## config.mk

```make
export PLATFORM = sky130hd
export DESIGN_NAME = sof_length_xor_frame_deframer
export DESIGN_NICKNAME = d
export VERILOG_FILES = /design/src/design/sofd_pkg.sv /design/src/design/sof_length_xor_frame_deframer.sv /design/src/design/sofd_cfg_regs.sv /design/src/design/sofd_in_stage.sv /design/src/design/sofd_parser.sv
export SDC_FILE = /design/constraint.sdc
export NUM_CORES = 1
export LEC_CHECK = 0
export BUFFER_PORTS_ARGS = -buffer_cell sky130_fd_sc_hd__buf_2
export CAP_MARGIN = 20
export CORE_ASPECT_RATIO = 0.6
export CORE_MARGIN = 1.5
export CORE_UTILIZATION = 55
export DETAILED_ROUTE_END_ITERATION = 10
export PLACE_DENSITY = 0.76
export SYNTH_ARGS = -nofsm -noshare
export SYNTH_HDL_FRONTEND = slang
export SYNTH_SLANG_ARGS = --single-unit
```

## constraint.sdc

```tcl
create_clock -name i_clk -period 4.85 [get_ports i_clk]
set_input_delay 0.485 -clock i_clk [delete_from_list [all_inputs] [get_ports i_clk]]
set_output_delay 0.485 -clock i_clk [all_outputs]
set_load 0.005 [all_outputs]
```

## src/design/sofd_pkg.sv

```systemverilog
// ----------------------------------------------------------------------------
// sofd_pkg
// Shared types and constants for the start-of-frame / length / XOR deframer.
// ----------------------------------------------------------------------------
package sofd_pkg;

    localparam int BYTE_W    = 8;
    localparam int KIND_W    = 2;
    localparam int CFG_IDX_W = 2;

    // register indexes on the configuration port
    localparam logic [CFG_IDX_W-1:0] CFG_START_BYTE  = 2'd0;
    localparam logic [CFG_IDX_W-1:0] CFG_ACK_BYTE    = 2'd1;
    localparam logic [CFG_IDX_W-1:0] CFG_MAX_PAYLOAD = 2'd2;

    // register reset values
    localparam logic [BYTE_W-1:0] RST_START_BYTE  = 8'h01;
    localparam logic [BYTE_W-1:0] RST_ACK_BYTE    = 8'h06;
    localparam logic [BYTE_W-1:0] RST_MAX_PAYLOAD = 8'hFE;

    // checksum seed
    localparam logic [BYTE_W-1:0] XOR_SEED = 8'hFF;

    // result kinds
    localparam logic [KIND_W-1:0] KIND_PAYLOAD   = 2'd0;
    localparam logic [KIND_W-1:0] KIND_FRAME_OK  = 2'd1;
    localparam logic [KIND_W-1:0] KIND_CSUM_ERR  = 2'd2;
    localparam logic [KIND_W-1:0] KIND_FRAME_ERR = 2'd3;

    typedef enum logic [3:0] {
        PH_HUNT  = 4'b0001,
        PH_LEN   = 4'b0010,
        PH_DATA  = 4'b0100,
        PH_CHECK = 4'b1000
    } t_phase;

    typedef struct packed {
        logic [BYTE_W-1:0] start_byte;
        logic [BYTE_W-1:0] ack_byte;
        logic [BYTE_W-1:0] max_payload;
    } t_cfg;

    typedef struct packed {
        logic [KIND_W-1:0] result_kind;
        logic [BYTE_W-1:0] data_byte;
        logic [BYTE_W-1:0] byte_index;
        logic              last_payload;
        logic [BYTE_W-1:0] payload_count;
    } t_result;

endpackage

```

## src/design/sof_length_xor_frame_deframer.sv

```systemverilog
// ----------------------------------------------------------------------------
// sof_length_xor_frame_deframer
// Start-of-frame / length / XOR-checksum receive deframer.
// ----------------------------------------------------------------------------
// Takes one received byte per item. While hunting, acknowledge bytes are
// dropped, the start byte opens a frame and any other byte gives a framing
// error. The byte after the start byte is the length (payload plus checksum);
// zero, or a payload above max_payload, gives a framing error and the block
// hunts again. Payload bytes come out one per item with index, last mark and
// frame payload count. A running XOR seeded with 0xFF over the length and
// payload is compared with the final byte: match gives "frame good, send
// acknowledge", mismatch a checksum error. Acknowledge and start values
// inside a frame are ordinary bytes. Throughput is one item per clock while
// the result side is not stalled; an item passes the input register, then the
// phase machine into the result register, where its result waits under
// back-pressure. Items causing no result (acknowledge, start, a good length
// byte) leave the output untouched.
// Configuration is sampled live, so write it only while the block is idle.
// ----------------------------------------------------------------------------
module sof_length_xor_frame_deframer (
    input  logic                             i_clk,
    input  logic                             i_rst_n,
    // configuration write port
    input  logic                             i_cfg_we,
    input  logic [sofd_pkg::CFG_IDX_W-1:0]   i_cfg_idx,
    input  logic [sofd_pkg::BYTE_W-1:0]      i_cfg_data,
    // received byte channel
    input  logic                             i_in_valid,
    output logic                             o_in_ready,
    input  logic [sofd_pkg::BYTE_W-1:0]      i_rx_byte,
    // result channel
    output logic                             o_out_valid,
    input  logic                             i_out_ready,
    output logic [sofd_pkg::KIND_W-1:0]      o_result_kind,
    output logic [sofd_pkg::BYTE_W-1:0]      o_data_byte,
    output logic [sofd_pkg::BYTE_W-1:0]      o_byte_index,
    output logic                             o_last_payload,
    output logic [sofd_pkg::BYTE_W-1:0]      o_payload_count
);

    sofd_pkg::t_cfg              cfg;
    sofd_pkg::t_result           result;
    logic                        item_valid;
    logic [sofd_pkg::BYTE_W-1:0] item_byte;
    logic                        take;

    sofd_cfg_regs u_cfg (
        .i_clk      (i_clk),
        .i_rst_n    (i_rst_n),
        .i_cfg_we   (i_cfg_we),
        .i_cfg_idx  (i_cfg_idx),
        .i_cfg_data (i_cfg_data),
        .o_cfg      (cfg)
    );

    // input register: decouples upstream from the result side
    sofd_in_stage u_in (
        .i_clk        (i_clk),
        .i_rst_n      (i_rst_n),
        .i_in_valid   (i_in_valid),
        .o_in_ready   (o_in_ready),
        .i_rx_byte    (i_rx_byte),
        .i_take       (take),
        .o_item_valid (item_valid),
        .o_item_byte  (item_byte)
    );

    // phase machine, checksum and result register
    sofd_parser u_parser (
        .i_clk        (i_clk),
        .i_rst_n      (i_rst_n),
        .i_cfg        (cfg),
        .i_item_valid (item_valid),
        .i_item_byte  (item_byte),
        .o_take       (take),
        .o_out_valid  (o_out_valid),
        .i_out_ready  (i_out_ready),
        .o_result     (result)
    );

    assign o_result_kind   = result.result_kind;
    assign o_data_byte     = result.data_byte;
    assign o_byte_index    = result.byte_index;
    assign o_last_payload  = result.last_payload;
    assign o_payload_count = result.payload_count;

endmodule

```

## src/design/sofd_cfg_regs.sv

```systemverilog
// ----------------------------------------------------------------------------
// sofd_cfg_regs
// Configuration register file: start byte, acknowledge byte, payload limit.
// ----------------------------------------------------------------------------
module sofd_cfg_regs (
    input  logic                             i_clk,
    input  logic                             i_rst_n,
    input  logic                             i_cfg_we,
    input  logic [sofd_pkg::CFG_IDX_W-1:0]   i_cfg_idx,
    input  logic [sofd_pkg::BYTE_W-1:0]      i_cfg_data,
    output sofd_pkg::t_cfg                   o_cfg
);

    sofd_pkg::t_cfg r_cfg;

    always_ff @(posedge i_clk) begin
        if (!i_rst_n) begin
            r_cfg.start_byte  <= sofd_pkg::RST_START_BYTE;
            r_cfg.ack_byte    <= sofd_pkg::RST_ACK_BYTE;
            r_cfg.max_payload <= sofd_pkg::RST_MAX_PAYLOAD;
        end else if (i_cfg_we) begin
            unique case (i_cfg_idx)
                sofd_pkg::CFG_START_BYTE:  r_cfg.start_byte  <= i_cfg_data;
                sofd_pkg::CFG_ACK_BYTE:    r_cfg.ack_byte    <= i_cfg_data;
                sofd_pkg::CFG_MAX_PAYLOAD: r_cfg.max_payload <= i_cfg_data;
                default: ; // unused index, write dropped
            endcase
        end
    end

    assign o_cfg = r_cfg;

endmodule

```

## src/design/sofd_in_stage.sv

```systemverilog
// ----------------------------------------------------------------------------
// sofd_in_stage
// Input register: holds one received byte until the parser takes it.
// ----------------------------------------------------------------------------
module sofd_in_stage (
    input  logic                        i_clk,
    input  logic                        i_rst_n,
    input  logic                        i_in_valid,
    output logic                        o_in_ready,
    input  logic [sofd_pkg::BYTE_W-1:0] i_rx_byte,
    input  logic                        i_take,
    output logic                        o_item_valid,
    output logic [sofd_pkg::BYTE_W-1:0] o_item_byte
);

    logic                        r_valid;
    logic [sofd_pkg::BYTE_W-1:0] r_byte;
    logic                        load;

    assign o_in_ready = !r_valid || i_take;
    assign load       = i_in_valid && o_in_ready;

    always_ff @(posedge i_clk) begin
        if (!i_rst_n) begin
            r_valid <= 1'b0;
        end else if (load) begin
            r_valid <= 1'b1;
        end else if (i_take) begin
            r_valid <= 1'b0;
        end
    end

    always_ff @(posedge i_clk) begin
        if (load) begin
            r_byte <= i_rx_byte;
        end
    end

    assign o_item_valid = r_valid;
    assign o_item_byte  = r_byte;

endmodule

```

## src/design/sofd_parser.sv

```systemverilog
// ----------------------------------------------------------------------------
// sofd_parser
// Frame phase machine, length/checksum tracking and the result register.
// ----------------------------------------------------------------------------
module sofd_parser (
    input  logic                        i_clk,
    input  logic                        i_rst_n,
    input  sofd_pkg::t_cfg              i_cfg,
    input  logic                        i_item_valid,
    input  logic [sofd_pkg::BYTE_W-1:0] i_item_byte,
    output logic                        o_take,
    output logic                        o_out_valid,
    input  logic                        i_out_ready,
    output sofd_pkg::t_result           o_result
);

    sofd_pkg::t_phase            r_phase,  n_phase;
    logic [sofd_pkg::BYTE_W-1:0] r_len,    n_len;
    logic [sofd_pkg::BYTE_W-1:0] r_seen,   n_seen;
    logic [sofd_pkg::BYTE_W-1:0] r_xor,    n_xor;
    logic                        r_out_valid;
    sofd_pkg::t_result           r_result, n_result;
    logic                        has_result;

    logic [sofd_pkg::BYTE_W-1:0] b;
    logic [sofd_pkg::BYTE_W-1:0] payload;
    logic [sofd_pkg::BYTE_W:0]   seen_inc;
    logic                        is_last;

    assign b        = i_item_byte;
    assign payload  = b - 8'd1;
    assign seen_inc = {1'b0, r_seen} + 9'd1;
    assign is_last  = seen_inc >= {1'b0, r_len};

    // result slot free, or being emptied this cycle
    assign o_take = i_item_valid && (!r_out_valid || i_out_ready);

    always_comb begin
        n_phase    = r_phase;
        n_len      = r_len;
        n_seen     = r_seen;
        n_xor      = r_xor;
        has_result = 1'b0;
        n_result   = '{result_kind:   sofd_pkg::KIND_FRAME_ERR,
                       data_byte:     b,
                       byte_index:    '0,
                       last_payload:  1'b0,
                       payload_count: '0};

        unique case (r_phase)
            sofd_pkg::PH_HUNT: begin
                if (b == i_cfg.ack_byte) begin
                    // acknowledge dropped quietly
                end else if (b == i_cfg.start_byte) begin
                    n_phase = sofd_pkg::PH_LEN;
                    n_xor   = sofd_pkg::XOR_SEED;
                end else begin
                    has_result = 1'b1;
                end
            end
            sofd_pkg::PH_LEN: begin
                if (b == '0 || payload > i_cfg.max_payload) begin
                    has_result = 1'b1;
                    n_phase    = sofd_pkg::PH_HUNT;
                    n_len      = '0;
                    n_seen     = '0;
                    n_xor      = sofd_pkg::XOR_SEED;
                end else begin
                    n_xor   = sofd_pkg::XOR_SEED ^ b;
                    n_len   = payload;
                    n_seen  = '0;
                    n_phase = (payload == '0) ? sofd_pkg::PH_CHECK : sofd_pkg::PH_DATA;
                end
            end
            sofd_pkg::PH_DATA: begin
                has_result             = 1'b1;
                n_xor                  = r_xor ^ b;
                n_seen                 = seen_inc[sofd_pkg::BYTE_W-1:0];
                n_result.result_kind   = sofd_pkg::KIND_PAYLOAD;
                n_result.byte_index    = r_seen;
                n_result.last_payload  = is_last;
                n_result.payload_count = r_len;
                if (is_last) begin
                    n_phase = sofd_pkg::PH_CHECK;
                end
            end
            sofd_pkg::PH_CHECK: begin
                has_result             = 1'b1;
                n_result.result_kind   = (b == r_xor) ? sofd_pkg::KIND_FRAME_OK
                                                      : sofd_pkg::KIND_CSUM_ERR;
                n_result.payload_count = r_len;
                n_phase                = sofd_pkg::PH_HUNT;
                n_len                  = '0;
                n_seen                 = '0;
                n_xor                  = sofd_pkg::XOR_SEED;
            end
            default: begin
                n_phase = sofd_pkg::PH_HUNT;
                n_len   = '0;
                n_seen  = '0;
                n_xor   = sofd_pkg::XOR_SEED;
            end
        endcase
    end

    always_ff @(posedge i_clk) begin
        if (!i_rst_n) begin
            r_phase     <= sofd_pkg::PH_HUNT;
            r_len       <= '0;
            r_seen      <= '0;
            r_xor       <= sofd_pkg::XOR_SEED;
            r_out_valid <= 1'b0;
        end else begin
            if (o_take) begin
                r_phase     <= n_phase;
                r_len       <= n_len;
                r_seen      <= n_seen;
                r_xor       <= n_xor;
                r_out_valid <= has_result;
            end else if (i_out_ready) begin
                r_out_valid <= 1'b0;
            end
        end
    end

    always_ff @(posedge i_clk) begin
        if (o_take && has_result) begin
            r_result <= n_result;
        end
    end

    assign o_out_valid = r_out_valid;
    assign o_result    = r_result;

`ifndef SYNTHESIS
    a_seen_below_len: assert property (@(posedge i_clk) disable iff (!i_rst_n)
        (r_phase == sofd_pkg::PH_DATA) |-> (r_seen < r_len))
        else $error("payload counter ran past frame length");

    a_last_to_check: assert property (@(posedge i_clk) disable iff (!i_rst_n)
        (o_take && r_phase == sofd_pkg::PH_DATA && is_last)
            |=> (r_phase == sofd_pkg::PH_CHECK))
        else $error("last payload item did not lead to checksum phase");

    a_check_to_hunt: assert property (@(posedge i_clk) disable iff (!i_rst_n)
        (o_take && r_phase == sofd_pkg::PH_CHECK)
            |=> (r_phase == sofd_pkg::PH_HUNT && r_xor == sofd_pkg::XOR_SEED
                 && r_out_valid))
        else $error("checksum item did not give a result and return to hunting");

    a_hold_when_stalled: assert property (@(posedge i_clk) disable iff (!i_rst_n)
        (r_out_valid && !i_out_ready) |=> (r_out_valid && $stable(r_result)))
        else $error("pending result lost or changed under back-pressure");
`endif

endmodule
```

==> run metrics, run 1 <==
critical path class reg -> reg; Synth Area in Simple Gates 0.165; clock root buffer clkbuf_16; die height 71.3 um; cell taking the most area after synthesis dfxtp_1; CTS Buf Count 9; Die ar. 8340 um^2; most numerous cell on the critical path nand2_1; Slew headroom 0.440; Min-Delay Path Class in -> reg; drt first pass iters 5; H-tree Lvls 3; Synth Area in Compound Gates 0.120; via count 3244; Startpoint Class flop; PortBufs 51; # clock sinks 89; clk_lat worst skew 0.34 ns; Worst-Margin Slew 0.840 ns; post-CTS sizing 0; Net Switching 357 uW; Post-synth EDFFs 35; internal power 1330 uW; CP cell instances nor3_1 -> nand2_1 -> or3_1 -> xnor2_1 -> ha_1 -> and4_1 -> a21boi_0 -> a22oi_2 -> a21oi_1 -> nand2_1 -> nand2_1 -> buf_4; #FFs+latches synth 89; Final TNS setup 0 ns; Comb power frac 0.063; Initial Util 0.579; ys flop type dfxtp_1; synth unique cells 51; vias in the first global route 3129; largest family of logic cells by synthesized area simple AND/OR/NAND/NOR gates; Multi-input gate area 1960 um^2; GRT overflow 0; Pwr per Cell Area 342 nW/um^2; # setup viols final 0; skew final 0.00915 ns; number of hold buffers added after cts 0; fin cells 578; sequential cell area fraction in the yosys report 0.498; CTS tree done; die width 117 um; sw frac 0.212; nets 512; Net Count, Synth 471; largest cells by area after synthesis dfxtp_1, edfxtp_1, ha_1; Top Ports 52; Post-CTS Setup Inserts 0; R2R cell count 12; initial antenna violation count 0; peak supply drop 0.226 mV; first-pass GRT wire length 15900 um; RSZ-0062 raised after global routing no; slowest cell delay on critical path 0.57 ns; mapped cell area 4280 um^2; Starting DRT DRC Count 282; core area 7390 um^2; area share of fa/ha/maj cells after synthesis 0.0585; Clock Path Buffers 2; count leader, synth dfxtp_1; fin crit period 3.60 ns; Mean Syn Cell Area 10.0 um^2; Global Route Usage Sum 0.256; max-slew violations 0; Hold Path Depth 1; Final Cycle Share 0.743; layout cell share with drive strength beyond 1 0.165; leakage 0.00201 uW; max-cap viol count 0; WL/cell 16.7 um; placed insts 561; Yosys top cell area share 0.253; largest delay contributor family on the critical path simple AND/OR/NAND/NOR gates; CP bufs+invs 1; antenna viol nets, final 0; fmax 0.277 GHz; CTS clock-pin slew for the worst setup and hold paths 0.06 ns; Synth Warn # 0; CP max FO 23; gate count of the mapped netlist 428; Synth Area in XOR/XNOR 0.0737; most instantiated cells after synthesis dfxtp_1, nand2_1, nor2_1; Crit path depth 12; Antenna diodes 0; part of the power in registers 0.488; detailed-route wire length 9630 um; DRC 0; WP data arrival 3.62 ns; GPL Wtd Cong 0.875; Hold Vio Cnt, Final 0; pin count of the biggest net entering global routing 36; slowest cell on the critical path edfxtp_1; mux cell area share after synthesis 0.0400; CP endpoint kind flop; hpwl dp 7000 um; # fillers 580; FF/Latch Area 2130 um^2; synthesis-to-layout area growth 15.1%; Rows 24; Tot Pwr 1680 uW; Worst Path Required 4.86 ns; DR vias/cell 5.61; status finished clean; Post-synth ARST share 0; Clock Power Share 0.449
flip-flops by register name (all words and copies together), names as in the netlist:
name	count
u_cfg.o_cfg	24
u_parser.r_phase	4
u_parser.r_len	8
u_parser.o_out_valid	1
u_in.o_item_valid	1
u_in.o_item_byte	8
u_parser.o_result	27
u_parser.r_seen	8
u_parser.r_xor	8
power groups by stage:
stage | clock (uW) | sequential, uW | combinational [uW]
final | 755 | 821 | 106
after global routing | 799 | 824 | 118
after CTS | 770 | 821 | 106
after detailed placement | 0 | 837 | 105
after global placement | 0 | 836 | 102
after floorplan | 0 | 825 | 74.2
placed cells by master (no fill, tap or decap), types with 10 or more instances in the layout:
master,instances
o21ai_0,14
dfxtp_1,54
xnor2_1,16
and2_1,11
buf_2,52
inv_1,21
xor2_1,20
nand2_1,45
edfxtp_1,35
nor2_1,40
a21oi_1,18
clkbuf_16,10
mux2i_1,16
ha_1,20
routing by layer:
| metal | part of all wire | up-vias | GRT usage |
|---|---|---|---|
| met1 | 0.50 | 1500 | 0.376 |
| met2 | 0.40 | 145 | 0.365 |
| li1 | - | 1590 | - |
| met3 | 0.086 | 9 | 0.0778 |
| met4 | 0.013 | 0 | 0.0763 |
| met5 | 0 | - | 0 |
layout make-up:
cell class,instances,share of cell area
clock buffer,11,0.0515
sequential,89,0.433
timing repair buffer,56,0.0589
inverter,22,0.0168
clock inverter,5,0.0155
multi-input combinational,291,0.398
tap,104,0.0264
logic make-up after synthesis:
kind of cell               after synthesis
buffers and inverters                   48
xor gates and xnor gates                36
muxes                                   17
AOI/OAI and AO/OA                       75
adders and majority gates               20
DFF                                     89
and+or+nand+nor                        143
worst reg2reg max path: stages, from the launching register on:
cell,delay [ns]
edfxtp_1,0.57
nor3_1,0.36
nand2_1,0.12
or3_1,0.33
xnor2_1,0.16
ha_1,0.34
and4_1,0.22
a21boi_0,0.22
a22oi_2,0.11
a21oi_1,0.20
nand2_1,0.11
nand2_1,0.19
buf_4,0.34
worst paths after layout:
kind,from,to,slack [ns]
max,u_in.o_item_byte[2],u_parser.o_result[2],1.25
min,i_rx_byte[0],u_in.o_item_byte[0],0.32
max reg2reg,u_in.o_item_byte[2],u_parser.o_result[2],1.25
min reg2reg,u_cfg.o_cfg[0],u_cfg.o_cfg[0],0.48
metrics by stage:
step	setup WS, ns	hold slack, ns	util	instance area, um^2
after global placement	1.36	0.471	0.622	4590
after global routing	1.01	0.305	0.667	4930
after floorplan	1.45	0.421	-	4280
after detailed placement	1.28	0.469	0.622	4590
final	1.25	0.317	0.667	4930
after CTS	1.25	0.307	0.666	4920
No activity file was read; power rests on OpenSTA's default activity.
==> inputs of run 2 (changes only) <==
--- a/config.mk
+++ b/config.mk
@@ -5,11 +5,12 @@
 export SDC_FILE = /design/constraint.sdc
 export NUM_CORES = 1
 export LEC_CHECK = 0
+export ABC_AREA = 1
 export BUFFER_PORTS_ARGS = -buffer_cell sky130_fd_sc_hd__buf_2
 export CAP_MARGIN = 20
 export CORE_ASPECT_RATIO = 0.6
 export CORE_MARGIN = 1.5
-export CORE_UTILIZATION = 55
+export CORE_UTILIZATION = 53
 export DETAILED_ROUTE_END_ITERATION = 10
 export PLACE_DENSITY = 0.76
 export SYNTH_ARGS = -nofsm -noshare
==> constraint.sdc (replaced) <==
create_clock -name i_clk -period 3.3 [get_ports i_clk]
set_input_delay 0.33 -clock i_clk [delete_from_list [all_inputs] [get_ports i_clk]]
set_output_delay 0.33 -clock i_clk [all_outputs]
set_load 0.005 [all_outputs]
==> run metrics, run 2 <==
DRC 0 (unchanged); core area 8010 um^2 (was 7390 um^2); Pwr per Cell Area 503 nW/um^2 (was 342 nW/um^2); synthesis-to-layout area growth 15.3% (was 15.1%); Yosys top cell area share 0.243 (was 0.253); Final Cycle Share 0.878 (was 0.743); first-pass GRT wire length 17600 um (was 15900 um); clk_lat worst skew 0.34 ns (about the same); synth unique cells 30 (was 51); # fillers 687 (was 580); PortBufs 51 (unchanged); # clock sinks 89 (unchanged); skew final 0.00793 ns (was 0.00915 ns); initial antenna violation count 0 (unchanged); Net Count, Synth 590 (was 471); clock root buffer clkbuf_16 (unchanged); Rows 25 (was 24); internal power 1940 uW (was 1330 uW); Comb power frac 0.114 (was 0.063); Die ar. 8970 um^2 (was 8340 um^2); Worst-Margin Slew 0.762 ns (was 0.840 ns); most instantiated cells after synthesis nand2_1, inv_1, nor2_1 (was dfxtp_1, nand2_1, nor2_1); Post-synth ARST share 0 (unchanged); Hold WS 0.161 ns (was 0.317 ns); mapped cell area 4450 um^2 (was 4280 um^2); CP max FO 26 (was 23); fin crit period 2.90 ns (was 3.60 ns); #FFs+latches synth 89 (unchanged); WP data arrival 2.94 ns (was 3.62 ns); detailed-route wire length 11200 um (was 9630 um); Final TNS setup 0 ns (unchanged); most frequent cells in the layout nand2_1, inv_1, nor2_1, dfxtp_1, buf_2 (was dfxtp_1, buf_2, nand2_1, nor2_1, edfxtp_1); most common cell after layout, fill and taps aside nand2_1 (was dfxtp_1); Slew headroom 0.489 (was 0.440); part of the power in registers 0.481 (was 0.488); sw frac 0.249 (was 0.212); drt first pass iters 4 (was 5); fmax 0.345 GHz (was 0.277 GHz); GPL Wtd Cong 0.905 (was 0.875); die height 74.0 um (was 71.3 um); number of hold buffers added after cts 0 (unchanged); nets 646 (was 512); Hold Vio Cnt, Final 0 (unchanged); Largest register FFs 27 (unchanged); DR vias/cell 5.37 (was 5.61); Startpoint Class flop (unchanged); Top Ports 52 (unchanged); sequential cell area fraction in the yosys report 0.479 (was 0.498); Antenna diodes 0 (unchanged); hpwl dp 8260 um (was 7000 um); largest cells by area after synthesis dfxtp_1, edfxtp_1, nand2_1 (was dfxtp_1, edfxtp_1, ha_1); peak supply drop 0.375 mV (was 0.226 mV); Worst Path Required 3.34 ns (was 4.86 ns); post-CTS sizing 0 (unchanged); gate count of the mapped netlist 547 (was 428); Starting DRT DRC Count 367 (was 282); critical path class reg -> reg (unchanged); Global Route Usage Sum 0.265 (was 0.256); Post-CTS Setup Inserts 0 (unchanged); WL/cell 15.7 um (was 16.7 um); CTS Buf Count 9 (unchanged); cell taking the most area after synthesis dfxtp_1 (unchanged); max-cap viol count 0 (unchanged); via count 3846 (was 3244); CTS clock-pin slew for the worst setup and hold paths 0.06 ns (about the same); GRT overflow 0 (unchanged); pin count of the biggest net entering global routing 29 (was 36); RSZ-0062 raised after global routing no (unchanged); vias in the first global route 3405 (was 3129); Post-synth EDFFs 35 (unchanged); status finished clean (unchanged); FF/Latch Area 2130 um^2 (unchanged); CTS tree done (unchanged); Min-Delay Path Class in -> reg (unchanged); leakage 0.00219 uW (was 0.00201 uW); Net Switching 642 uW (was 357 uW); Multi-input gate area 1950 um^2 (was 1960 um^2); Mean Syn Cell Area 8.13 um^2 (was 10.0 um^2); max-slew violations 0 (unchanged); # setup viols final 0 (unchanged); count leader, synth nand2_1 (was dfxtp_1); Synth Warn # 0 (unchanged); antenna viol nets, final 0 (unchanged); Clock Path Buffers 2 (unchanged); H-tree Lvls 3 (unchanged); Initial Util 0.555 (was 0.579); ys flop type dfxtp_1 (unchanged); die width 121 um (was 117 um); CP endpoint kind flop (unchanged); fin util 0.640 (was 0.667); layout cell share with drive strength beyond 1 0.141 (was 0.165); Clock Power Share 0.405 (was 0.449)
## run 2: cell types whose count changed after synthesis, sizes merged, moves of 7 or more
cell,previous run,this run
clkbuf,16,6
a22o,7,0
a32oi,8,0
nand4,3,11
a21oi,18,40
mux2i,16,0
inv,21,71
nand3,9,28
nor2,40,60
and2,11,0
nand2,45,143
## run 2: metal layers
layer,part of all wire,global-route usage,vias to the layer above
met5,0,0,-
met4,0.016,0.0902,0
met3,0.10,0.0683,19
met2,0.40,0.359,180
met1,0.48,0.410,1769
li1,-,-,1878
## run 2: cells by family (layout without fill, tap and decap cells)
group,after synthesis,after routing,synth area share
simple gates,253,253,0.243
flops,89,89,0.479
fa+ha+maj,20,20,0.0563
compound gates,68,68,0.0838
buf+inv,89,150,0.0827
xor+xnor,28,28,0.0551
## run 2: cell type report
cell class / instances / share of cell area
sequential: 89 / 0.416
multi-input combinational: 369 / 0.380
timing repair buffer: 60 / 0.0654
inverter: 74 / 0.0542
clock buffer: 14 / 0.0515
tap: 108 / 0.0263
clock inverter: 2 / 0.00732
## run 2: final timing paths
| kind | startpoint | end | slack, ns | cells past startpoint |
|---|---|---|---|---|
| worst min register to register | u_parser.r_len[2] | u_parser.r_len[2] | 0.47 | 2 |
| worst min-delay path | i_rx_byte[7] | u_in.o_item_byte[7] | 0.16 | 1 |
| worst max-delay path | u_in.o_item_byte[0] | u_parser.o_result[21] | 0.40 | 17 |
| worst max register to register | u_in.o_item_byte[0] | u_parser.o_result[21] | 0.40 | 17 |
## run 2: worst max-delay path: stages (launching register included)
cell	delay [ns]
edfxtp_1	0.53
inv_2	0.19
ha_1	0.25
nand2_1	0.09
xor2_1	0.19
inv_1	0.10
ha_1	0.29
nand2_1	0.05
nor2_1	0.12
nand2_1	0.07
nand2_1	0.06
nand2_1	0.06
nand2_1	0.07
nand2_2	0.05
nand2_1	0.06
nand2_1	0.07
inv_1	0.12
buf_12	0.20
## run 2: per-stage QoR
| stage | instances | worst slack [ns] | total power [uW] | instance area, um^2 |
|---|---|---|---|---|
| 6_report | 716 | 0.402 | 2580 | 5130 |
| 5_1_grt | 716 | 0.201 | 2670 | 5130 |
| 4_1_cts | 716 | 0.434 | 2580 | 5130 |
| 3_5_place_dp | 700 | 0.459 | 1550 | 4830 |
| 3_3_place_gp | 700 | 0.587 | 1540 | 4830 |
| 2_1_floorplan | 547 | 0.401 | 1440 | 4450 |
## run 2: power groups by stage
| stage | registers [uW] | logic (uW) | clock network [uW] |
|---|---|---|---|
| finish | 1240 | 294 | 1040 |
| global route | 1250 | 329 | 1090 |
| CTS | 1240 | 290 | 1050 |
| detailed placement | 1260 | 286 | 0 |
| global placement | 1260 | 279 | 0 |
| floorplan | 1250 | 192 | 0 |
==> inputs of run 3 (changes only) <==
--- a/config.mk
+++ b/config.mk
@@ -7,7 +7,6 @@
 export LEC_CHECK = 0
 export ABC_AREA = 1
 export BUFFER_PORTS_ARGS = -buffer_cell sky130_fd_sc_hd__buf_2
-export CAP_MARGIN = 20
 export CORE_ASPECT_RATIO = 0.6
 export CORE_MARGIN = 1.5
 export CORE_UTILIZATION = 53
==> constraint.sdc (replaced) <==
create_clock -name i_clk -period 3.3 [get_ports i_clk]
set_input_delay 0 -clock i_clk [delete_from_list [all_inputs] [get_ports i_clk]]
set_output_delay 0 -clock i_clk [all_outputs]
set_load 0.005 [all_outputs]
==> run metrics, run 3 (synthesized netlist as in run 2, its figures left out) <==
RSZ-0062 raised after global routing no (unchanged); Largest register FFs 27 (unchanged); most frequent cells in the layout nand2_1, inv_1, nor2_1, dfxtp_1, buf_2 (unchanged); Startpoint Class flop (unchanged); Rows 25 (unchanged); PortBufs 51 (unchanged); Global Route Usage Sum 0.273 (was 0.265); drt first pass iters 5 (was 4); critical path class reg -> reg (unchanged); CTS clock-pin slew for the worst setup and hold paths 0.06 ns (about the same); CP endpoint kind flop (unchanged); pin count of the biggest net entering global routing 29 (unchanged); Comb power frac 0.120 (was 0.114); fmax 0.345 GHz (about the same); initial antenna violation count 0 (unchanged); slowest cell delay on critical path 0.53 ns (about the same); peak supply drop 0.407 mV (was 0.375 mV); Min-Delay Path Class in -> reg (unchanged); detailed-route wire length 11500 um (was 11200 um); nets 663 (was 646); max-cap viol count 0 (unchanged); DRC 0 (unchanged); Final TNS setup 0 ns (unchanged); Worst Path Required 3.34 ns (about the same); die height 74.0 um (unchanged); Initial Util 0.555 (unchanged); die width 121 um (unchanged); fin crit period 2.90 ns (about the same); Clock Path Buffers 2 (unchanged); Hold Path Depth 4 (was 1); Pwr per Cell Area 489 nW/um^2 (was 503 nW/um^2); first-pass GRT wire length 18100 um (was 17600 um); most common cell after layout, fill and taps aside nand2_1 (unchanged); clk_lat worst skew 0.34 ns (about the same); sw frac 0.248 (was 0.249); GPL Wtd Cong 0.905 (unchanged); FF-to-FF setup slack 0.40 ns (about the same); Final Cycle Share 0.880 (was 0.878); most numerous cell on the critical path nand2_1 (unchanged); Tot Pwr 2590 uW (was 2580 uW); Top Ports 52 (unchanged); Antenna diodes 0 (unchanged); source of the worst hold timing path i_cfg_idx[1] (was i_rx_byte[7]); R2R Path End u_parser.o_result[15] (was u_parser.o_result[21]); R2R cell count 17 (unchanged); Slew headroom 0.496 (was 0.489); synthesis-to-layout area growth 19.2% (was 15.3%); DR vias/cell 5.32 (was 5.37); max-slew violations 0 (unchanged); hpwl dp 8260 um (unchanged); vias in the first global route 3494 (was 3405); clock root buffer clkbuf_16 (unchanged); fin util 0.662 (was 0.640); status finished clean (unchanged); CTS tree done (unchanged); Worst-Margin Slew 0.751 ns (was 0.762 ns); CTS Buf Count 9 (unchanged); Starting DRT DRC Count 397 (was 367); layout cell share with drive strength beyond 1 0.138 (was 0.141); Die ar. 8970 um^2 (unchanged); WL/cell 15.7 um (about the same); part of the power in registers 0.479 (was 0.481); slowest cell on the critical path edfxtp_1 (unchanged); GRT overflow 0 (unchanged); placed insts 700 (unchanged); CP max FO 26 (unchanged); skew final 0.00460 ns (was 0.00793 ns); # setup viols final 0 (unchanged); Clock Power Share 0.401 (was 0.405); fin cells 733 (was 716); Post-CTS Setup Inserts 0 (unchanged); CP cell instances inv_2 -> ha_1 -> nand2_1 -> xor2_1 -> inv_1 -> ha_1 -> nand2_1 -> nor2_1 -> nand2_1 -> nand2_1 -> nand2_1 -> nand2_1 -> nand2_2 -> nand2_1 -> nand2_1 -> inv_1 -> buf_12 (unchanged); hold-critical path endpoint u_cfg.o_cfg[16] (was u_in.o_item_byte[7]); antenna viol nets, final 0 (unchanged); internal power 1950 uW (was 1940 uW); WP data arrival 2.94 ns (about the same); Hold Vio Cnt, Final 0 (unchanged); core area 8010 um^2 (unchanged); Critical Path Source u_in.o_item_byte[0] (unchanged); leakage 0.00226 uW (was 0.00219 uW); H-tree Lvls 3 (unchanged); origin of the critical flop-to-flop path u_in.o_item_byte[0] (unchanged); # clock sinks 89 (unchanged); Net Switching 642 uW (about the same); post-CTS sizing 0 (unchanged); via count 3900 (was 3846)
-- run 3: power by group through the flow --
stage	sequential (uW)	clock [uW]	combinational, uW
6_report	1240	1040	312
5_1_grt	1250	1090	347
4_1_cts	1240	1050	305
3_5_place_dp	1260	0	286
3_3_place_gp	1260	0	279
2_1_floorplan	1250	0	192
-- run 3: layer usage --
layer	global-route usage	routed length, um	vias to the layer above
li1	-	-	1909
met1	0.410	5370	1780
met2	0.383	4720	192
met3	0.0721	1230	19
met4	0.0902	212	0
met5	0	0	-
-- run 3: through the flow --
| stage | hold WS [ns] | worst slack, ns | instance area, um^2 |
|---|---|---|---|
| 2_1_floorplan | 0.0989 | 0.401 | 4450 |
| 3_3_place_gp | 0.178 | 0.587 | 4830 |
| 3_5_place_dp | 0.178 | 0.459 | 4830 |
| 4_1_cts | 0.0223 | 0.434 | 5300 |
| 5_1_grt | 0.0626 | 0.201 | 5300 |
| 6_report | 0.0421 | 0.397 | 5300 |
-- run 3: what timing repair did --
action                                  4_1_cts  5_1_grt
hold buffers                                 17        0
endpoints found under the hold margin        26        0
endpoints found under the setup margin        0        0
-- run 3: area by class of cell --
cell class / instances / area, um^2
clock inverter: 2 / 37.5
clock buffer: 14 / 264
timing repair buffer: 77 / 505
tap: 108 / 135
inverter: 74 / 278
multi-input combinational: 369 / 1950
fill: 661 / 2710
sequential: 89 / 2130
-- run 3: worst max path at each step --
stage,endpoint,slack (ns),depth (start not counted)
finish,u_parser.o_result[15],0.40,17
global route,u_parser.o_result[23],0.20,18
CTS,u_parser.o_result[21],0.43,18
detailed placement,u_parser.o_result[24],0.46,17
global placement,u_parser.o_result[21],0.59,17
floorplan,u_parser.o_result[0],0.40,16
-- run 3: critical path, delay by kind of cell (launching register included) --
family	cells	cell delay, ns
XOR/XNOR	1	0.19
adder cells (fa/ha/maj)	2	0.54
buffers and inverters	4	0.61
flip-flops	1	0.53
AND/OR/NAND/NOR	10	0.71
